**src/hdl/lse_pkg.sv**
```systemverilog
// Shared types and constants for the LIFO stack engine.
// No dependencies; imported by every module of the block.
`default_nettype none

package lse_pkg;

   localparam int DATA_W         = 32;
   localparam int ACTION_W       = 3;
   localparam int QUEUE_DEPTH    = 2;
   localparam int QPTR_W         = 1;
   localparam int MIN_SWAP_COUNT = 2;

   // Raw action codes on the request channel
   typedef enum logic [ACTION_W-1:0] {
      ACT_PUSH = 3'd0,
      ACT_DUMP = 3'd1,
      ACT_PEEK = 3'd2,
      ACT_POP  = 3'd3,
      ACT_SWAP = 3'd4
   } action_type;

   // Result status codes
   typedef enum logic [2:0] {
      ST_DONE     = 3'd0,
      ST_DATA     = 3'd1,
      ST_EMPTY    = 3'd2,
      ST_SHORT    = 3'd3,
      ST_USAGE    = 3'd4,
      ST_OVERFLOW = 3'd5
   } status_type;

   // Classified operation handed from front to back
   typedef enum logic [2:0] {
      OP_PUSH  = 3'd0,
      OP_DUMP  = 3'd1,
      OP_PEEK  = 3'd2,
      OP_POP   = 3'd3,
      OP_SWAP  = 3'd4,
      OP_USAGE = 3'd5
   } op_type;

   typedef struct packed {
      logic [ACTION_W-1:0]      action;
      logic signed [DATA_W-1:0] push_value;
      logic                     arg_is_integer;
   } req_type;

   typedef struct packed {
      status_type               status;
      logic signed [DATA_W-1:0] data_value;
      logic                     last;
   } rsp_type;

   typedef struct packed {
      op_type                   op;
      logic signed [DATA_W-1:0] push_value;
   } cmd_type;

endpackage

`default_nettype wire

```
**src/hdl/lifo_stack_engine.sv**
```systemverilog
// LIFO stack engine top: front end, command queue, back end. Depends on lse_pkg.
// Push, pop and error results pass the queue register and the result register;
// peek adds a stack read, swap a read and writes of both words, and dump reads the first
// element, then streams one per cycle while results are taken. Push, pop and errors
// run 1 per cycle while the result is taken; peek, swap and dump occupy the sequencer.
// Reset (synchronous): stack empty, queue empty, no result pending.
`default_nettype none

module lifo_stack_engine #(
   parameter int STACK_DEPTH = 32
) (
   input  wire logic            clock,
   input  wire logic            reset,
   input  wire logic            req_valid,
   output logic                 req_ready,
   input  wire lse_pkg::req_type req_data,
   output logic                 rsp_valid,
   input  wire logic            rsp_ready,
   output lse_pkg::rsp_type     rsp_data
);
   import lse_pkg::*;

   cmd_type front_cmd, queue_cmd;
   logic    front_valid, front_ready;
   logic    queue_valid, queue_ready;

   lse_front u_front (
      .req_valid (req_valid),
      .req_ready (req_ready),
      .req_data  (req_data),
      .cmd_valid (front_valid),
      .cmd_ready (front_ready),
      .cmd       (front_cmd)
   );

   lse_queue u_queue (
      .clock     (clock),
      .reset     (reset),
      .in_valid  (front_valid),
      .in_ready  (front_ready),
      .in_cmd    (front_cmd),
      .out_valid (queue_valid),
      .out_ready (queue_ready),
      .out_cmd   (queue_cmd)
   );

   lse_back #(
      .STACK_DEPTH (STACK_DEPTH)
   ) u_back (
      .clock     (clock),
      .reset     (reset),
      .cmd_valid (queue_valid),
      .cmd_ready (queue_ready),
      .cmd       (queue_cmd),
      .rsp_valid (rsp_valid),
      .rsp_ready (rsp_ready),
      .rsp_data  (rsp_data)
   );

   // nothing pending right after reset
   assert property (@(posedge clock) $past(reset) |-> !rsp_valid)
      else $error("result valid right after reset");

   // a dump streams without gaps once a non-final element is taken
   assert property (@(posedge clock) disable iff (reset)
      (rsp_valid && rsp_ready && !rsp_data.last) |=>
         (rsp_valid && rsp_data.status == ST_DATA))
      else $error("dump stream broken");

   // only data results continue a transaction, and they alone carry a value
   assert property (@(posedge clock) disable iff (reset)
      (rsp_valid && rsp_data.status != ST_DATA) |->
         (rsp_data.last && rsp_data.data_value == '0))
      else $error("non-data result not final or not zero");

endmodule

`default_nettype wire

```
**src/hdl/lse_front.sv**
```systemverilog
// Front end: accepts request transactions and classifies them into commands.
// Depends on lse_pkg.
`default_nettype none

module lse_front (
   input  wire logic            req_valid,
   output logic                 req_ready,
   input  wire lse_pkg::req_type req_data,
   output logic                 cmd_valid,
   input  wire logic            cmd_ready,
   output lse_pkg::cmd_type     cmd
);
   import lse_pkg::*;

   assign req_ready = cmd_ready;
   assign cmd_valid = req_valid;

   always_comb begin
      cmd.push_value = req_data.push_value;
      case (req_data.action)
         ACT_PUSH: begin
            // argument check takes priority over the full check in the back end
            cmd.op = req_data.arg_is_integer ? OP_PUSH : OP_USAGE;
         end
         ACT_DUMP: cmd.op = OP_DUMP;
         ACT_PEEK: cmd.op = OP_PEEK;
         ACT_POP:  cmd.op = OP_POP;
         ACT_SWAP: cmd.op = OP_SWAP;
         default:  cmd.op = OP_USAGE;
      endcase
   end

endmodule

`default_nettype wire

```
**src/hdl/lse_queue.sv**
```systemverilog
// Two-entry command queue between the front end and the execution back end.
// Depends on lse_pkg.
`default_nettype none

module lse_queue (
   input  wire logic            clock,
   input  wire logic            reset,
   input  wire logic            in_valid,
   output logic                 in_ready,
   input  wire lse_pkg::cmd_type in_cmd,
   output logic                 out_valid,
   input  wire logic            out_ready,
   output lse_pkg::cmd_type     out_cmd
);
   import lse_pkg::*;

   cmd_type           entry_ff [QUEUE_DEPTH];
   logic [QPTR_W-1:0] wr_ptr_ff, wr_ptr_in;
   logic [QPTR_W-1:0] rd_ptr_ff, rd_ptr_in;
   logic [QPTR_W:0]   fill_ff, fill_in;
   logic              push, pop;

   assign in_ready  = fill_ff != (QPTR_W + 1)'(QUEUE_DEPTH);
   assign out_valid = fill_ff != '0;
   assign out_cmd   = entry_ff[rd_ptr_ff];
   assign push      = in_valid && in_ready;
   assign pop       = out_valid && out_ready;

   always_comb begin
      wr_ptr_in = push ? wr_ptr_ff + 1'b1 : wr_ptr_ff;
      rd_ptr_in = pop ? rd_ptr_ff + 1'b1 : rd_ptr_ff;
      fill_in   = fill_ff;
      if (push && !pop) begin
         fill_in = fill_ff + 1'b1;
      end else if (pop && !push) begin
         fill_in = fill_ff - 1'b1;
      end
   end

   always_ff @(posedge clock) begin
      if (reset) begin
         wr_ptr_ff <= '0;
         rd_ptr_ff <= '0;
         fill_ff   <= '0;
      end else begin
         wr_ptr_ff <= wr_ptr_in;
         rd_ptr_ff <= rd_ptr_in;
         fill_ff   <= fill_in;
      end
   end

   always_ff @(posedge clock) begin
      if (push) begin
         entry_ff[wr_ptr_ff] <= in_cmd;
      end
   end

endmodule

`default_nettype wire

```
**src/hdl/lse_back.sv**
```systemverilog
// Back end: stack memory, element count, operation sequencer and result register.
// Depends on lse_pkg.
`default_nettype none

module lse_back #(
   parameter int STACK_DEPTH = 32
) (
   input  wire logic            clock,
   input  wire logic            reset,
   input  wire logic            cmd_valid,
   output logic                 cmd_ready,
   input  wire lse_pkg::cmd_type cmd,
   output logic                 rsp_valid,
   input  wire logic            rsp_ready,
   output lse_pkg::rsp_type     rsp_data
);
   import lse_pkg::*;

   localparam int ADDR_W = (STACK_DEPTH > 1) ? $clog2(STACK_DEPTH) : 1;
   localparam int CNT_W  = $clog2(STACK_DEPTH + 1);

   typedef enum logic [4:0] {
      S_IDLE    = 5'b00001,
      S_PEEK    = 5'b00010,
      S_SWAP_RD = 5'b00100,
      S_SWAP_WR = 5'b01000,
      S_DUMP    = 5'b10000
   } state_type;

   state_type          state_ff, state_in;
   logic [CNT_W-1:0]   cnt_ff, cnt_in;
   logic [ADDR_W-1:0]  idx_ff, idx_in;
   logic               rsp_valid_ff;
   rsp_type            rsp_ff;

   logic [DATA_W-1:0]  stack_mem [STACK_DEPTH];
   logic [DATA_W-1:0]  rd_a_ff, rd_b_ff;

   logic               wr_en, rd_en;
   logic [ADDR_W-1:0]  wr_addr, rd_addr_a, rd_addr_b;
   logic [DATA_W-1:0]  wr_data;
   logic               emit, out_free;
   rsp_type            emit_rsp;

   logic [CNT_W-1:0]   cnt_m1, cnt_m2;
   logic [ADDR_W-1:0]  top_addr, second_addr;
   logic               empty, full;

   assign cnt_m1      = cnt_ff - 1'b1;
   assign cnt_m2      = cnt_ff - CNT_W'(MIN_SWAP_COUNT);
   assign top_addr    = cnt_m1[ADDR_W-1:0];
   assign second_addr = cnt_m2[ADDR_W-1:0];
   assign empty       = cnt_ff == '0;
   assign full        = cnt_ff == CNT_W'(STACK_DEPTH);
   assign out_free    = !rsp_valid_ff || rsp_ready;

   always_comb begin
      state_in  = state_ff;
      cnt_in    = cnt_ff;
      idx_in    = idx_ff;
      cmd_ready = 1'b0;
      wr_en     = 1'b0;
      wr_addr   = top_addr;
      wr_data   = rd_b_ff;
      rd_en     = 1'b0;
      rd_addr_a = top_addr;
      rd_addr_b = second_addr;
      emit      = 1'b0;
      emit_rsp  = '{status: ST_DONE, data_value: '0, last: 1'b1};
      case (state_ff)
         S_IDLE: begin
            if (cmd_valid && out_free) begin
               cmd_ready = 1'b1;
               case (cmd.op)
                  OP_PUSH: begin
                     emit = 1'b1;
                     if (full) begin
                        emit_rsp.status = ST_OVERFLOW;
                     end else begin
                        wr_en   = 1'b1;
                        wr_addr = cnt_ff[ADDR_W-1:0];
                        wr_data = cmd.push_value;
                        cnt_in  = cnt_ff + 1'b1;
                     end
                  end
                  OP_POP: begin
                     emit = 1'b1;
                     if (empty) begin
                        emit_rsp.status = ST_EMPTY;
                     end else begin
                        cnt_in = cnt_m1;
                     end
                  end
                  OP_PEEK: begin
                     if (empty) begin
                        emit            = 1'b1;
                        emit_rsp.status = ST_EMPTY;
                     end else begin
                        rd_en    = 1'b1;
                        state_in = S_PEEK;
                     end
                  end
                  OP_SWAP: begin
                     if (cnt_ff < CNT_W'(MIN_SWAP_COUNT)) begin
                        emit            = 1'b1;
                        emit_rsp.status = ST_SHORT;
                     end else begin
                        rd_en    = 1'b1;
                        state_in = S_SWAP_RD;
                     end
                  end
                  OP_DUMP: begin
                     if (empty) begin
                        emit = 1'b1;
                     end else begin
                        rd_en    = 1'b1;
                        idx_in   = top_addr;
                        state_in = S_DUMP;
                     end
                  end
                  default: begin
                     emit            = 1'b1;
                     emit_rsp.status = ST_USAGE;
                  end
               endcase
            end
         end
         S_PEEK: begin
            if (out_free) begin
               emit                = 1'b1;
               emit_rsp.status     = ST_DATA;
               emit_rsp.data_value = rd_a_ff;
               state_in            = S_IDLE;
            end
         end
         S_SWAP_RD: begin
            wr_en    = 1'b1;
            wr_addr  = top_addr;
            wr_data  = rd_b_ff;
            state_in = S_SWAP_WR;
         end
         S_SWAP_WR: begin
            // rewriting the same word while the result waits is harmless
            wr_en   = 1'b1;
            wr_addr = second_addr;
            wr_data = rd_a_ff;
            if (out_free) begin
               emit     = 1'b1;
               state_in = S_IDLE;
            end
         end
         S_DUMP: begin
            // read data is held until the next read, so a stall just waits
            if (out_free) begin
               emit                = 1'b1;
               emit_rsp.status     = ST_DATA;
               emit_rsp.data_value = rd_a_ff;
               emit_rsp.last       = idx_ff == '0;
               if (idx_ff != '0) begin
                  rd_en     = 1'b1;
                  rd_addr_a = idx_ff - 1'b1;
                  idx_in    = idx_ff - 1'b1;
               end else begin
                  state_in = S_IDLE;
               end
            end
         end
         default: state_in = S_IDLE;
      endcase
   end

   always_ff @(posedge clock) begin
      if (reset) begin
         state_ff     <= S_IDLE;
         cnt_ff       <= '0;
         rsp_valid_ff <= 1'b0;
      end else begin
         state_ff <= state_in;
         cnt_ff   <= cnt_in;
         if (emit) begin
            rsp_valid_ff <= 1'b1;
         end else if (rsp_ready) begin
            rsp_valid_ff <= 1'b0;
         end
      end
   end

   always_ff @(posedge clock) begin
      idx_ff <= idx_in;
      if (emit) begin
         rsp_ff <= emit_rsp;
      end
   end

   always_ff @(posedge clock) begin
      if (wr_en) begin
         stack_mem[wr_addr] <= wr_data;
      end
      if (rd_en) begin
         rd_a_ff <= stack_mem[rd_addr_a];
         rd_b_ff <= stack_mem[rd_addr_b];
      end
   end

   assign rsp_valid = rsp_valid_ff;
   assign rsp_data  = rsp_ff;

endmodule

`default_nettype wire

```
**config.mk**
```make
export PLATFORM = sky130hd
export DESIGN_NAME = lifo_stack_engine
export DESIGN_NICKNAME = d
export VERILOG_FILES = /design/src/hdl/lse_pkg.sv /design/src/hdl/lifo_stack_engine.sv /design/src/hdl/lse_front.sv /design/src/hdl/lse_queue.sv /design/src/hdl/lse_back.sv
export SDC_FILE = /design/constraint.sdc
export NUM_CORES = 2
export LEC_CHECK = 0
export BUFFER_PORTS_ARGS = -buffer_cell sky130_fd_sc_hd__buf_2
export CELL_PAD_IN_SITES_DETAIL_PLACEMENT = 0
export CELL_PAD_IN_SITES_GLOBAL_PLACEMENT = 1
export CORE_UTILIZATION = 58
export DETAILED_ROUTE_END_ITERATION = 8
export PLACE_DENSITY_LB_ADDON = 0.1
export SLEW_MARGIN = 20
export SYNTH_ARGS = -nofsm -noshare
export SYNTH_HDL_FRONTEND = slang
export SYNTH_SLANG_ARGS = --single-unit
```
**constraint.sdc**
```tcl
create_clock -name clock -period 10.9 [get_ports clock]
set_input_delay 0.545 -clock clock [delete_from_list [all_inputs] [get_ports clock]]
set_output_delay 0.545 -clock clock [all_outputs]
set_load 0.05 [all_outputs]
```
-- Word level (Yosys, flattened, before mapping)
Memory sizes are Yosys's and may differ from the RTL's. A register that Yosys moved wholly into a read port is not among the register bits.
Cells that the tools add are included.
- $add $sub $neg: 8
- multiply operators: 0
- divide/modulo/power cells: 0
- order comparisons: 1
- equal/unequal tests: 28
- shift-type cells: 0
- mux-type cells: 69
- bitwise logic cells: 0
- reduce and logical (&&, ||, !) cells: 28
- operator list (operator ; number):
    32-bit one-hot mux with 2 select lines ; 2
    32-bit 2-to-1 mux ; 3
    5-bit 2-to-1 mux ; 18
    34-bit 2-to-1 mux ; 1
    33-bit 2-to-1 mux ; 1
    1-bit 2-to-1 mux ; 22
    5-bit one-hot mux with 2 select lines ; 2
    5-bit one-hot mux with 4 select lines ; 1
    3-bit one-hot mux with 5 select lines ; 1
    5-bit one-hot mux with 3 select lines ; 1
    3-bit by 2-bit == test with 1-bit output, second input constant ; 4
    6-bit 2-to-1 mux ; 2
    2-bit inequality test, second input constant ; 6
    3-bit one-hot mux with 4 select lines ; 1
    6-bit one-hot mux with 2 select lines ; 1
    1-bit one-hot mux with 2 select lines ; 5
    2-bit nonzero test ; 5
    3-bit 2-to-1 mux ; 3
    3-bit inequality test, second input constant ; 3
    3-bit one-hot mux with 3 select lines ; 1
    2-bit 2-to-1 mux ; 4
    2-bit by 1-bit inequality test with 1-bit output, second input constant ; 4
    8-bit AND reduction ; 1
    2-bit OR reduction ; 4
    other kinds (28) ; 38
- flip-flop bits (word level): 57
- latch bits: 0
- bits in writable memories: 1094
- ROM bits: 0
- bits of input ports: 40
- output and inout bits: 38
- word-level logic and storage cells: 146
- memories: 2
- memories (memory ; depth ; width ; rd ports ; clocked after memory_dff ; wr ports ; line ; RTL):
    u_back.stack_mem ; 32 ; 32 ; 2 ; 2 ; 1 ; lse_back.sv:36 ; logic [DATA_W-1:0] stack_mem [STACK_DEPTH];
    u_queue.entry_ff ; 2 ; 35 ; 1 ; 1 ; 1 ; lse_queue.sv:17 ; cmd_type entry_ff [QUEUE_DEPTH];

-- Logic depth before layout (Yosys ltp)
- depth after elaboration: 9
- mapped depth: 14

-- Hierarchy
From an unflattened synthesis, not the netlist that was laid out.
- cell total of the unflattened synthesis: 3416
- area total of the unflattened synthesis: 56275.2 µm²
- by module, submodules not included (module ; times used ; cells an instance ; area an instance (µm²) ; sequential area each (µm²)):
    lse_back ; 1 ; 3244 ; 53243.6 ; 34142.7
    lse_queue ; 1 ; 133 ; 2746.4 ; 2202.1
    lse_front ; 1 ; 39 ; 285.3 ; 0.0

-- Worst setup path after synthesis
Ideal clock, no wire load.
- path type: register to register
- start point: register u_back.cnt_ff[1]
- end point: register u_back.rd_a_ff[0], read port of u_back.stack_mem, enable pin
- library setup time: 575 ps
- data arrival time: 6572 ps
- required time: 10325 ps
- slack: 3754 ps
- stages on the path, launching flop included: 10
- buffers on the path: 3
- clock period less this slack: 7146 ps
- cell sequence: dfxtp_1 clkbuf_1 clkbuf_1 clkbuf_1 inv_1 ha_1 nor3b_2 a21oi_1 a32oi_1 o21ai_0
- cells in the longest elaborated chain, start to end: 5
- elaborated cells on any way between the ends: 11
- those cells by class: add/sub: 1; order compare: 1; mux: 8; reduce/logical: 1
- RTL lines (what ; line ; RTL):
    start: declaration ; lse_back.sv:31 ; logic [CNT_W-1:0] cnt_ff, cnt_in;
    start signal: assignment ; lse_back.sv:179 ; cnt_ff <= cnt_in;
    6-bit by 2-bit < comparator with 1-bit output or 6-bit logical NOT (tied branches) ; lse_back.sv:104, lse_back.sv:53 ;
    1-bit 2-to-1 mux (on tied branches) ; lse_back.sv:104, lse_back.sv:95, lse_back.sv:113 ;
    1-bit one-hot mux with 2 select lines * ; lse_back.sv:74 ; case (cmd.op)
    1-bit 2-to-1 mux * ; lse_back.sv:72 ; if (cmd_valid && out_free) begin
    1-bit one-hot mux with 2 select lines * ; lse_back.sv:70 ; case (state_ff)
    named net u_back.rd_en ; lse_back.sv:39 ; logic wr_en, rd_en;
    end: declaration ; lse_back.sv:37 ; logic [DATA_W-1:0] rd_a_ff, rd_b_ff;
Mark *: on every way through the listed nets, which the timed path passes. The rest lies on a longest branch.
A chain may end at the register's enable or synchronous reset.

-- Worst setup path in the final report
- start point: register u_back.cnt_ff[0]
- end point: memory u_back.stack_mem[22][4], enable pin
- cells in the longest elaborated chain, start to end: 7
- elaborated cells on any way between the ends: 13
- those cells by class: add/sub: 2; eq/ne: 1; mux: 10
- RTL lines (what ; line):
    parallel branches: the longest is 7 deep, another holds 6-bit by 1-bit subtractor with 6-bit output ; n/a
    end: declaration ; lse_back.sv:36
Parallel ways; which one is timed is not known.

==> reports/results.tsv <==
metric	value	unit
ys_ff_latch	1216	
via_count	35700	
core	93600	um^2
drc	0	
rsz0062_at_grt	false	
seq_area_frac_synth	66.1	%
cts-root-buf	clkbuf_16	
setup.worst_path.class	reg2reg	
dieArea	96000	um^2
ys_types	60	
slew-limit-headroom	22.4	%
gr-total-overflow	0	
final-hold-violation-count	0	
period_minus_slack	6.15	ns
numCtsBuffers	130	
dp_hpwl	98500	um
start_util	58.7	%
cp_slowest_stage_delay	0.95	ns
wl_per_cell	33.2	um
critPathSlowestCell	nor2_4	
setup_viol	0	
insertedDiodeCount	0	
nets	3737	
crit_chain	inv_1 -> ha_1 -> nor3b_2 -> and3b_1 -> or3_2 -> buf_4 -> o211ai_1 -> xor2_1 -> nand2b_1 -> nor2_4 -> buf_4	
synth_top_area_cell	edfxtp_1	
p_leak	0.0201	uW
ant_nets	0	
cp-end-kind	flop	
grt_first_pass_wirelength	239000	um
htree_levels	4	
ir_drop	0.000185	V
synth_commonest_cells	1199 x edfxtp_1, 792 x nand2_1, 320 x mux4_2, 201 x nand3_1, 173 x clkbuf_1	
clock_skew	0.0266	ns
hold_class	in2reg	
multiInputGateArea	18000	um^2
die_h	310	um
period_share	56.4	%
clock.fmax	0.163	GHz
crit_top_cell	buf_4	
cts_tree	done	
syn-num-nets	3642	
die_x	310	um
path_clk_slew	0.06	ns
synth_area_leaders	edfxtp_1 66%, mux4_2 13%, nand2_1 5.4%	
syn_area	54900	um^2
first_pass_iters	8	
synth.avg_cell_area	15.3	um^2
synth_edf_count	1199	
antenna_found_initial	2	
status	completed	
maxCapViolCount	0	
power_density	220	nW/um^2
vias_per_cell	7.09	
clkSinkCount	1216	
synth_top_cell_area_share	65.5	%
ys_warn_count	0	
syn_inst	3594	
placed_cell_area	57300	um^2
first_global_vias	35000	
tightest_slew	1.16	ns
setup_tns	0	ns
portBuffers	77	
clk_latency	0.74	ns
grt_max_degree	157	
grt.total_usage	35.4	%
clk_path_buf_depth	3	
cp.arrival	6.57	ns
maxSlewViolCount	0	
drtIter0Drc	5391	
startpoint_type	flop	
nFillCells	6469	
synthArstFlopShare	0	%
ys.flop_type	edfxtp_1	
hold_slack	0.0474	ns
layout-drive-gt1-share	21.2	%
wl	167000	um
register_area	36400	um^2
place_congestion	0.904	
yosysMostFrequentCell	edfxtp_1	
area_growth	12.4	%
crit_fanout	37	
io_pins	78	
worstPathRequired	11.31	ns
row_count	112	
final_cell_area	61800	um^2
## worst max-delay path: cells and delay by family (launching register included)
kind                     cells  cell delay (ns)
XOR/XNOR                     1             0.31
flip-flops                   1             0.78
buffers and inverters        3             1.23
AO/OA/AOI/OAI                1             0.17
AND/OR/NAND/NOR              5             2.89
adder cells (fa/ha/maj)      1             0.40
## cell type report
type	count	share of cell area [%]
well taps	1254	2.54
inverters	9	0.0587
clock buffers	159	5.65
flip-flops and latches	1216	58.9
repair buffers	222	2.72
multi-input cells	2110	29.1
clock inverters	70	1.08
## layout by cell type, fill, tap and decap left out, types with 65 or more instances in the layout
master	instances
nand3_1	201
nand2_1	791
clkbuf_16	136
mux2i_1	138
buf_4	105
buf_2	77
edfxtp_1	1199
mux4_2	320
a32oi_1	65
a21oi_1	78
## path summary, 6_finish.rpt
kind / start / endpoint / depth (start not counted) / slack [ns]
setup / recovery: u_back.cnt_ff[0]$_SDFFE_PP0P_ / u_back.stack_mem[22][4]$_DFFE_PP_ / 11 / 4.75
hold / removal: req_data[13] / u_queue.entry_ff[1][12]$_DFFE_PP_ / 1 / 0.05
setup reg to reg: u_back.cnt_ff[0]$_SDFFE_PP0P_ / u_back.stack_mem[22][4]$_DFFE_PP_ / 11 / 4.75
hold reg to reg: u_queue.fill_ff[1]$_SDFFE_PP0P_ / u_queue.fill_ff[1]$_SDFFE_PP0P_ / 2 / 0.52
## timing repair
item,4_1_cts,5_1_grt
setup buffers,0,0
endpoints found under the hold margin,60,0
resized for setup,0,0
endpoints found under the setup margin,0,0
hold buffers,30,0
## flip-flops by register name, indices dropped and copies added, names as in the netlist, named ones only
register and cells:
u_back.stack_mem 1024, u_queue.entry_ff 70, u_back.rsp_data 36, u_back.rd_a_ff 32, u_back.rd_b_ff 32, u_back.cnt_ff 6, u_back.idx_ff 5, u_back.state_ff 5
u_queue.fill_ff 2, u_back.rsp_valid 1, u_queue.rd_ptr_ff 1, u_queue.wr_ptr_ff 1
## per-stage QoR
| stage | total power, uW | std cells | utilization, % | setup WS (ns) |
|---|---|---|---|---|
| final | 13600 | 5040 | 66.0 | 4.75 |
| after global placement | 9190 | 4776 | 61.1 | 4.93 |
| after detailed placement | 9260 | 4780 | 61.2 | 4.89 |
| after floorplan | 8050 | 3594 | - | 3.75 |
| after CTS | 13600 | 5039 | 66.0 | 4.85 |
| after global routing | 14000 | 5040 | 66.0 | 4.53 |
## cell families (layout without fill, tap and decap cells)
kind of cell	Yosys count	in the layout	synth area share (%)
compound gates	384	384	5.44
xor+xnor	23	23	0.367
fa+ha+maj	8	8	0.182
buf+inv	268	460	2.04
flops	1216	1216	66.1
mux	496	496	16.5
simple gates	1199	1199	9.35
## power breakdown
| group | internal (uW) | switching, uW | total (uW) |
|---|---|---|---|
| Clock | 2550 | 1810 | 4360 |
| Sequential | 5550 | 94.3 | 5650 |
| Combinational | 1130 | 2440 | 3570 |
## layer usage
metal | part of all wire, % | GRT usage, % | vias to the layer above
li1 | - | - | 14500
met1 | 37 | 48.7 | 18200
met2 | 46 | 53.5 | 2650
met3 | 12 | 7.96 | 435
met4 | 5.4 | 18.1 | 2
met5 | 0.0078 | 0 | -
No activity file was read; power rests on OpenSTA's default activity.
